--- config.mk ---
export PLATFORM = sky130hd
export DESIGN_NAME = pscp_root_cell
export DESIGN_NICKNAME = d
export VERILOG_FILES = /design/src/sv/pscp_pkg.sv /design/src/sv/pscp_root_cell.sv
export SDC_FILE = /design/constraint.sdc
export NUM_CORES = 1
export LEC_CHECK = 0
export CAP_MARGIN = 5
export CORE_ASPECT_RATIO = 2
export CORE_UTILIZATION = 50
export DETAILED_ROUTE_END_ITERATION = 6
export DONT_BUFFER_PORTS = 1
export PLACE_DENSITY = 0.67
export SYNTH_ARGS = -nofsm -noshare
export SYNTH_HDL_FRONTEND = slang
export SYNTH_SLANG_ARGS = --single-unit
--- constraint.sdc ---
create_clock -name clk -period 13.7 [get_ports clk]
set_input_delay 2.74 -clock clk [delete_from_list [all_inputs] [get_ports clk]]
set_output_delay 2.74 -clock clk [all_outputs]
set_load 0.1 [all_outputs]
--- src/sv/pscp_pkg.sv ---
package pscp_pkg;

  localparam int OUT_W     = 26;
  localparam int ROOT_W    = 26;
  localparam int RAD_W     = 2 * ROOT_W;
  localparam int THR_W     = 23;
  localparam int A_IM      = 56756;
  localparam int THIRD_NUM = 21845;

  // configuration register indexes
  localparam logic [0:0] REG_SELECT    = 1'd0;
  localparam logic [0:0] REG_THRESHOLD = 1'd1;

  typedef enum logic [2:0] {
    SEL_A       = 3'd0,
    SEL_B       = 3'd1,
    SEL_C       = 3'd2,
    SEL_NEUTRAL = 3'd3,
    SEL_ZERO    = 3'd4,
    SEL_POS     = 3'd5,
    SEL_NEG     = 3'd6,
    SEL_NONE    = 3'd7
  } sel_t;

  // one beat travelling down the square root chain
  typedef struct packed {
    logic signed [OUT_W-1:0] re;
    logic signed [OUT_W-1:0] im;
    logic                    seq;
    logic [RAD_W-1:0]        rem;
    logic [RAD_W-1:0]        root;
  } root_t;

endpackage

--- src/sv/pscp_root_cell.sv ---
module pscp_root_cell import pscp_pkg::*; #(
  parameter int BIT_POS = 0
) (
  input  logic  clk,
  input  logic  rst_n,
  input  logic  in_valid,
  output logic  in_ready,
  input  root_t in_data,
  output logic  out_valid,
  input  logic  out_ready,
  output root_t out_data
);

  localparam logic [RAD_W-1:0] ONE_BIT = RAD_W'(1) << (2 * BIT_POS);

  logic  valid_r;
  root_t data_r, data_nxt;
  logic [RAD_W:0] trial;

  assign in_ready  = !valid_r || out_ready;
  assign out_valid = valid_r;
  assign out_data  = data_r;

  // one restoring step of the digit-by-digit root
  always_comb begin
    data_nxt = in_data;
    trial    = {1'b0, in_data.root} + {1'b0, ONE_BIT};
    if ({1'b0, in_data.rem} >= trial) begin
      data_nxt.rem  = in_data.rem - trial[RAD_W-1:0];
      data_nxt.root = (in_data.root >> 1) + ONE_BIT;
    end else begin
      data_nxt.root = in_data.root >> 1;
    end
  end

  always_ff @(posedge clk) begin
    if (!rst_n) begin
      valid_r <= 1'b0;
    end else if (in_ready) begin
      valid_r <= in_valid;
    end
  end

  always_ff @(posedge clk) begin
    if (in_ready) begin
      data_r <= data_nxt;
    end
  end

endmodule

==> results of run 1 <==
==> logic make-up after synthesis <==
family                   after synthesis  share of synthesized area
AO/OA/AOI/OAI                        218                     0.1285
flip-flops                           158                     0.4544
XOR/XNOR                             148                     0.1244
buffers and inverters                 62                    0.02654
adder cells (fa/ha/maj)               55                    0.06677
AND/OR/NAND/NOR                      412                     0.1983
multiplexers                           1                   0.001081
==> cell type report <==
| type | instances | area (um^2) | share of cell area |
|---|---|---|---|
| inverter | 15 | 56.30 | 0.005039 |
| timing repair buffer | 4 | 30.03 | 0.002688 |
| multi-input combinational | 834 | 5423 | 0.4853 |
| clock inverter | 13 | 163.9 | 0.01467 |
| sequential | 158 | 4735 | 0.4237 |
| clock buffer | 19 | 432.9 | 0.03875 |
| tap | 266 | 332.8 | 0.02979 |
==> worst max-delay path by stage <==
stage,start,end,cells after the start
after floorplan,out_ready,in_ready,1
after global placement,in_data[1],out_data[94],20
after detailed placement,in_data[1],out_data[94],21
after CTS,in_data[1],out_data[94],21
after global routing,in_data[1],out_data[94],21
final,in_data[1],out_data[94],20
==> worst reg2reg max path: stages (launching register included) <==
cell and delay (ps):
dfxtp_1 670, nand2b_4 560, buf_4 660, buf_4 730
==> power by group <==
part	switching (uW)	internal, uW
Clock	199	288
Sequential	393	599
Combinational	154	86.8
Total	746	973
==> cells in the mapped netlist, drive strengths merged, types with 7 or more instances <==
master / number / area share
edfxtp: 157 / 0.45
nand2: 145 / 0.053
xor2: 85 / 0.071
nor2: 76 / 0.027
o21ai: 72 / 0.035
a21oi: 63 / 0.030
xnor2: 63 / 0.053
ha: 54 / 0.065
nand3: 42 / 0.020
nor3: 38 / 0.025
clkbuf: 32 / 0.012
and3: 31 / 0.019
nand4: 28 / 0.017
a21o: 22 / 0.016
buf: 15 / 0.0096
inv: 15 / 0.0054
and2: 12 / 0.0072
o21bai: 11 / 0.0079
nor2b: 9 / 0.0054
o21a: 9 / 0.0065
nor4: 8 / 0.0083
o31ai: 7 / 0.0050
==> per-stage QoR <==
| stage | instances | setup WS, ps |
|---|---|---|
| 3_5_place_dp | 1277 | 4931 |
| 2_1_floorplan | 1054 | 3733 |
| 5_1_grt | 1309 | 4985 |
| 6_report | 1309 | 5346 |
| 3_3_place_gp | 1277 | 5119 |
| 4_1_cts | 1309 | 5405 |
==> sequential cells by signal, indices dropped and copies added (netlist names) <==
name / cells
out_valid: 1
out_data: 157
==> cell usage in the layout, fill, tap and decap left out, drive strengths merged, types with 18 or more instances in the layout <==
cell,synthesis,final
o21ai,72,72
xnor2,63,63
edfxtp,157,157
nor2,76,76
nor3,38,38
clkbuf,32,19
nand4,28,28
ha,54,54
a21oi,63,63
inv,15,18
and3,31,31
nand2,145,145
xor2,85,85
a21o,22,22
nand3,42,42
==> routing by layer <==
layer / track usage / share of wire / up-vias
met3: 0.09240 / 0.075 / 120
met2: 0.6014 / 0.54 / 469
met4: 0.2648 / 0.085 / 0
met1: 0.2722 / 0.30 / 3814
met5: 0 / 0 / -
li1: - / - / 3785
==> flow_summary.json, run 1 <==
{
  "outcome": "complete, no violations",
  "dpl-instance-area_um2": 10580,
  "synthFlopType": "edfxtp_1",
  "p_leak_uw": 0.004207,
  "worstPathArrival_ps": 8550,
  "hold_ws_ps": 1441,
  "coreArea_um2": 20460,
  "min_to": "out_data[98]",
  "fillers": 1780,
  "finalCritPeriodShare": 0.6098,
  "num_rows": 74,
  "vias": 8188,
  "path_cells": "ha_1 -> and3_1 -> and3_1 -> and3_1 -> and3_1 -> and2_1 -> nand2_1 -> nor3_1 -> xnor2_1 -> ha_1 -> nand2_1 -> nor3_1 -> nand3_1 -> nor4_1 -> o311a_1 -> a21oi_1 -> o21a_4 -> buf_4 -> nor2_1 -> a221o_1",
  "crit_top_cell": "and3_1",
  "io_pins": 320,
  "seq_area_frac_synth": 0.4544,
  "drcViolationCount": 0,
  "path_clk_slew_ps": 70,
  "worst_pin_slew_ps": 1107,
  "tns_ps": 0,
  "htree_levels": 4,
  "dr.pass1.iters": 7,
  "crit_type": "primary input to register",
  "ir_drop_uv": 78.36,
  "drtAntennaViolNets": 0,
  "ys_warn_count": 0,
  "synth_fp_nets": 1270,
  "ys_seq_elements": 158,
  "critPathTopFamily": "simple AND/OR/NAND/NOR gates",
  "clock_skew_ps": 9.045,
  "cts-buffers-inserted": 17,
  "critical_path_buf_inv_count": 1,
  "drive_gt1_frac": 0.06136,
  "start_util": 0.5092,
  "cts_buffer_depth": 2,
  "port_buffers": 0,
  "synth.avg_cell_area_um2": 9.885,
  "gp_congestion": 0.9865,
  "finalSetupViolations": 0,
  "grt_overflow_total": 0,
  "clock.fmax_mhz": 119.7,
  "reg2reg_slack_ps": 10610,
  "synth_area_um2": 10420,
  "die_h_um": 206.1,
  "async_reset_ff_frac": 0,
  "area_delta_synth_final_pct": 7.241,
  "die-width_um": 104.1,
  "startpoint_type": "primary input",
  "dp_hpwl_um": 27550,
  "timing.max_cap.violations": 0,
  "power_density_nw_per_um2": 153.9,
  "wire_per_inst_um": 26.07,
  "synth_edf_count": 157,
  "critical_path_peak_fanout": 81,
  "clock_sinks": 158,
  "tritoncts": "built",
  "final_core_util": 0.5460,
  "slowest_delay_ps": 720,
  "endpoint_kind": "register",
  "finalMaxSlewViolations": 0,
  "hold_start": "out_valid",
  "diodes": 0,
  "hold_path_class": "register to register",
  "synthCells": 1054,
  "dieArea_um2": 21450,
  "required_ps": 13890,
  "holdBufCountCts": 0,
  "fin_nets": 1246,
  "fin_area_um2": 11170,
  "synth_cell_types": 61,
  "antenna_found_initial": 0,
  "critical-path-slowest-cell": "buf_4",
  "r2r_cells": 3,
  "postCtsSetupBuffers": 0,
  "viasPerCell": 6.255,
  "grt_pass1_vias": 8431,
  "grt_util_all_layers": 0.3189,
  "cts_resized": 0,
  "cts_root_buf": "clkbuf_16",
  "r2r_end": "out_data[123]",
  "grt_max_degree": 82,
  "routed_wl_um": 34130,
  "clkLatencyLatePin_ps": 440,
  "post-route-min-period_ps": 8354,
  "relSlewSlack": 0.2634,
  "rsz0062_at_grt": "false",
  "hold_depth": 1,
  "grt_pass1_wl_um": 49770,
  "final-hold-violation-count": 0,
  "drt_iter0_drc": 471,
  "r2r_start": "out_valid",
  "fin_total_pwr_uw": 1720
}
No activity file was read; power rests on OpenSTA's default activity.
==> run 2: changes to the inputs <==
ABC_AREA = 1   (was not set)
clock period = 8.3 ns   (was 13.7 ns; I/O delays follow)
==> run 2 against run 1 <==
  * Count of clock-buffer cells in the layout down 2
  * Sequential share of layout area down 8.4 points
  * Register-to-register slack lost 5400 ps
  * Non-clock buffer count is 4 higher
  * Hold slack worse by 150 ps
  * Via count rose by 50%
  * Clock skew is 2.9 ps higher
  * Flip-flop and latch count stayed put
  * Routed wire length up 50%
  * Design area up 25%
  * Utilization is 0.29 points lower
  * Critical path type unchanged
  * Highest routed layer is now met5
==> flow_summary.json, run 2 <==
{
  "grt_util_all_layers": 0.3889,
  "drive_gt1_frac": 0.05074,
  "synth.avg_cell_area_um2": 6.883,
  "gp_congestion": 1.064,
  "dieArea_um2": 26860,
  "synthCells": 1901,
  "startpoint_type": "primary input",
  "finalCritPeriodShare": 0.7428,
  "area_delta_synth_final_pct": 6.483,
  "dr.pass1.iters": 5,
  "rsz0062_at_grt": "false",
  "critical_path_peak_fanout": 61,
  "tritoncts": "built",
  "viasPerCell": 5.514,
  "timing.max_cap.violations": 0,
  "fin_area_um2": 13930,
  "largest_reg_flops": 157,
  "drcViolationCount": 0,
  "clock_skew_ps": 11.96,
  "num_rows": 83,
  "finalSetupViolations": 0,
  "grt_overflow_total": 0,
  "relSlewSlack": 0.2820,
  "clock.fmax_mhz": 162.2,
  "grt_pass1_wl_um": 73070,
  "die_h_um": 230.8,
  "worst_pin_slew_ps": 1079,
  "holdBufCountCts": 0,
  "synthFlopType": "edfxtp_1",
  "seq_area_frac_synth": 0.3618,
  "multiInputGateArea_um2": 6955,
  "synth_edf_count": 157,
  "cts_root_buf": "clkbuf_16",
  "coreArea_um2": 25650,
  "yosysMostFrequentCell": "nand2_1",
  "final-hold-violation-count": 0,
  "synth_cell_types": 38,
  "port_buffers": 0,
  "yosysTopAreaCellShare": 0.3603,
  "synth_area_leader_cell": "edfxtp_1",
  "crit_type": "primary input to register",
  "clkLatencyLatePin_ps": 470,
  "outcome": "complete, no violations",
  "grt_pass1_vias": 12309,
  "hold_ws_ps": 1288,
  "ys_seq_elements": 158,
  "htree_levels": 4,
  "p_leak_uw": 0.006907,
  "drtAntennaViolNets": 0,
  "synth_area_leaders": "edfxtp_1 36%, nand2_1 21%, inv_1 7.5%, nand3_1 7.0%, xor2_1 5.5%",
  "postCtsSetupBuffers": 0,
  "drt_iter0_drc": 772,
  "io_pins": 320,
  "dpl-instance-area_um2": 13280,
  "ys_warn_count": 0,
  "synth_fp_nets": 2117,
  "seqCellArea_um2": 4735,
  "cts-buffers-inserted": 17,
  "grt_max_degree": 89,
  "synth_area_um2": 13090,
  "die-width_um": 116.4,
  "worstPathArrival_ps": 6500,
  "async_reset_ff_frac": 0,
  "mostFrequentLayoutCell": "nand2_1",
  "path_clk_slew_ps": 70,
  "required_ps": 8630,
  "antenna_found_initial": 1,
  "clock_sinks": 158,
  "power_density_nw_per_um2": 239.6,
  "hold_path_class": "primary input to register",
  "synthTopCellsByCount": "725 x nand2_1, 263 x inv_1, 182 x nand3_1, 160 x nor2_1, 157 x edfxtp_1",
  "diodes": 0,
  "final_cell_mix": "724 x nand2_1, 263 x inv_1, 182 x nand3_1",
  "start_util": 0.5101,
  "cts_resized": 0,
  "fin_nets": 2095,
  "finalMaxSlewViolations": 0,
  "endpoint_kind": "register",
  "dp_hpwl_um": 42640,
  "wire_per_inst_um": 22.94,
  "ir_drop_uv": 204.3,
  "post-route-min-period_ps": 6165,
  "vias": 12308,
  "routed_wl_um": 51190,
  "cts_buffer_depth": 2,
  "tns_ps": 0,
  "fillers": 2577
}
run 2: changes by cell type after synthesis, sizes merged, moves of 22 or more:
cell,change
a21o,-22
nand3,+142
o21ai,-65
nor2,+95
xnor2,-32
and3,-30
inv,+278
nand2,+588
buf,+23
run 2: worst paths after layout:
| kind | start | to | slack, ps | cells after the start |
|---|---|---|---|---|
| worst max-delay path | in_data[0] | out_data[30] | 2130 | 26 |
| worst min-delay path | in_data[109] | out_data[109] | 1290 | 0 |
| worst max register to register | out_valid | out_data[82] | 5210 | 3 |
| worst min register to register | out_valid | out_valid | 1420 | 2 |
run 2: per-layer routing:
metal / track usage / routed length, um
met5: 0 / 13
met3: 0.08270 / 3048
met4: 0.4111 / 6175
met2: 0.7045 / 26830
met1: 0.3229 / 15130
run 2: layout make-up:
class | count | share of cell area
Clock buffer | 17 | 0.03053
Clock inverter | 15 | 0.01670
Inverter | 293 | 0.07893
Multi-Input combinational cell | 1401 | 0.4992
Sequential cell | 158 | 0.3398
Tap cell | 340 | 0.03053
Timing Repair Buffer | 8 | 0.004310
run 2: report_power, final:
part           total, uW  switching, uW  internal [uW]
logic                595            414            181
clock network        888            350            538
registers           1860            833           1020
total               3340           1600           1740
run 2: per-stage QoR:
step                worst slack (ps)  utilization  std cells  total power (uW)
CTS                             2341       0.5432       2232              3337
global route                    1938       0.5432       2232              3448
global placement                1908       0.5175       2200              2448
detailed placement              1853       0.5175       2200              2454
floorplan                       1016            -       1901              2294
finish                          2135       0.5432       2232              3338
run 2: worst max-delay path, cell delays in order:
cell	delay, ps
ha_1	240
nand2_1	140
nor2_4	160
inv_1	60
nor2_1	150
inv_1	70
nor3_1	800
nand2_1	210
nor2_1	170
xor2_1	110
ha_1	390
nand2_1	70
inv_1	130
nand2_1	100
nor2_2	180
nand2_1	120
nor2_2	220
nand2_1	80
nand2_1	60
nand2_1	70
nand2_2	80
nand2_4	150
nand2_4	100
buf_4	520
nand2_1	230
nand2_1	120
run 2: kinds of logic after synthesis:
group	count (synthesis)	share of synthesized area
AOI/OAI and AO/OA	57	0.02333
xor gates and xnor gates	113	0.07564
adders and majority gates	55	0.05317
buffers and inverters	342	0.1072
DFF	158	0.3618
muxes	6	0.004590
and+or+nand+nor	1170	0.3743
==> run 3: changes to the inputs <==
clock period = 6.17 ns   (was 8.3 ns; I/O delays follow)
==> run 3 against run 2 <==
  * Count of clock-buffer cells in the layout stayed put
  * Die area unchanged
  * Design area up 0.25%
  * Hold slack got worse by 430 ps
  * Routed wire length rose by 0.76%
  * Cell count up 0.27%
  * Register-to-register slack worse by 1700 ps
  * Setup slack worse by 1200 ps
  * Sequential power rose by 34%
  * First-iteration DRC count rose by 11%
  * Critical path type unchanged
  * Highest routed layer is now met4
==> flow_summary.json, run 3 (synthesis gave the netlist of run 2 again) <==
{
  "outcome": "complete, no violations",
  "relSlewSlack": 0.2284,
  "cts_resized": 0,
  "startpoint_type": "primary input",
  "seq_power_share": 0.565,
  "diodes": 0,
  "dr.pass1.iters": 5,
  "cts-buffers-inserted": 17,
  "worst_pin_slew_ps": 1156,
  "drtAntennaViolNets": 0,
  "endpoint_kind": "register",
  "timing.max_cap.violations": 0,
  "final_core_util": 0.5446,
  "drive_gt1_frac": 0.05374,
  "die-width_um": 116.4,
  "tritoncts": "built",
  "grt_max_degree": 104,
  "slowest_delay_ps": 530,
  "grt_util_all_layers": 0.3960,
  "tns_ps": 0,
  "place_inst": 2206,
  "vias": 12319,
  "drcViolationCount": 0,
  "grt_pass1_wl_um": 74310,
  "ir_drop_uv": 275.9,
  "dp_hpwl_um": 42990,
  "area_delta_synth_final_pct": 6.751,
  "crit_type": "primary input to register",
  "grt_pass1_vias": 12531,
  "hold_ws_ps": 859.8,
  "worstPathArrival_ps": 5560,
  "rsz0062_at_grt": "false",
  "clkPwrFrac": 0.248,
  "critical_path_peak_fanout": 63,
  "finalCritPeriodShare": 0.8473,
  "grt_overflow_total": 0,
  "critical_path_buf_inv_count": 3,
  "largest_reg_flops": 157,
  "dieArea_um2": 26860,
  "fin_nets": 2101,
  "crit_top_cell": "nand2_1",
  "htree_levels": 4,
  "wire_per_inst_um": 23.05,
  "final_cell_mix": "724 x nand2_1, 263 x inv_1, 182 x nand3_1",
  "clock.fmax_mhz": 191.3,
  "gp_congestion": 1.027,
  "final-hold-violation-count": 0,
  "required_ps": 6510,
  "routed_wl_um": 51580,
  "drt_iter0_drc": 860,
  "postCtsSetupBuffers": 0,
  "critPathTopFamily": "simple AND/OR/NAND/NOR gates",
  "power_density_nw_per_um2": 316.1,
  "stdcell_count": 2238,
  "hold_path_class": "primary input to register",
  "antenna_found_initial": 0,
  "fin_area_um2": 13970,
  "post-route-min-period_ps": 5228,
  "clock_sinks": 158,
  "dpl-instance-area_um2": 13370,
  "hold_depth": 0,
  "power_switching_uw": 2181,
  "num_rows": 83,
  "path_clk_slew_ps": 70,
  "p_leak_uw": 0.006919,
  "critical-path-slowest-cell": "buf_4",
  "cts_root_buf": "clkbuf_16",
  "cp.depth": 21,
  "finalMaxSlewViolations": 0,
  "viasPerCell": 5.504,
  "r2r_cells": 3,
  "switching_share": 0.4939,
  "finalSetupViolations": 0,
  "clkLatencyLatePin_ps": 470,
  "coreArea_um2": 25650,
  "mostFrequentLayoutCell": "nand2_1",
  "port_buffers": 0,
  "cts_buffer_depth": 2,
  "pwr-share-comb": 0.187,
  "io_pins": 320,
  "die_h_um": 230.8,
  "p_int_uw": 2235,
  "start_util": 0.5101,
  "clock_skew_ps": 9.977,
  "path_cells": "ha_1 -> nand2_1 -> nor2_4 -> inv_1 -> nor2_1 -> inv_1 -> nor3_1 -> nand2_1 -> nor2_1 -> xor2_1 -> ha_1 -> nand2_1 -> nand2_1 -> a21oi_1 -> o21ai_1 -> a21oi_1 -> nand2_2 -> nand2_4 -> buf_4 -> nand3_1 -> nand2_1",
  "holdBufCountCts": 0
}
-- run 3: cell count changes in the layout (fill, tap and decap cells not counted) --
cell,previous run,this run
inv_8,1,3
clkinvlp_4,3,4
nand2_4,4,3
clkinv_2,1,0
inv_6,3,4
buf_4,8,11
buf_12,0,3
bufinv_16,5,2
nand2_8,0,1
-- run 3: layer usage --
layer,vias to the layer above,share of wire,GRT usage
met5,-,0,0
met4,0,0.13,0.4415
met1,5530,0.29,0.3235
li1,5964,-,-
met2,587,0.52,0.7126
met3,238,0.059,0.08401
-- run 3: area by class of cell --
type                    count  area, um^2
well taps                 340       425.4
clock buffers              17       425.4
fillers                  2646       11680
multi-input cells        1401        6964
repair buffers             14       142.6
flip-flops and latches    158        4735
clock inverters            15       176.4
inverters                 293        1100
-- run 3: worst paths after layout --
kind | start | end | slack [ps]
worst max-delay path | in_data[0] | out_data[5] | 940
worst min-delay path | in_data[117] | out_data[117] | 860
worst max register to register | out_valid | out_data[36] | 3500
worst min register to register | out_valid | out_data[153] | 1480
-- run 3: power groups by stage --
stage	Clock [uW]	Combinational [uW]	Sequential, uW
floorplan	0	596	2490
finish	1090	826	2500
CTS	1100	813	2500
global route	1150	912	2510
global placement	0	799	2520
detailed placement	0	811	2520
-- run 3: worst reg2reg max path: cells and delay by family, from the launching register on --
kind	cells	cell delay, ps
buf+inv	2	830
flops	1	1090
simple gates	1	440
-- run 3: through the flow --
step	power, uW	setup WS [ps]
after global placement	3316	667.9
final	4415	941.9
after CTS	4414	1131
after global routing	4567	784.8
after detailed placement	3326	654.9
after floorplan	3083	1454
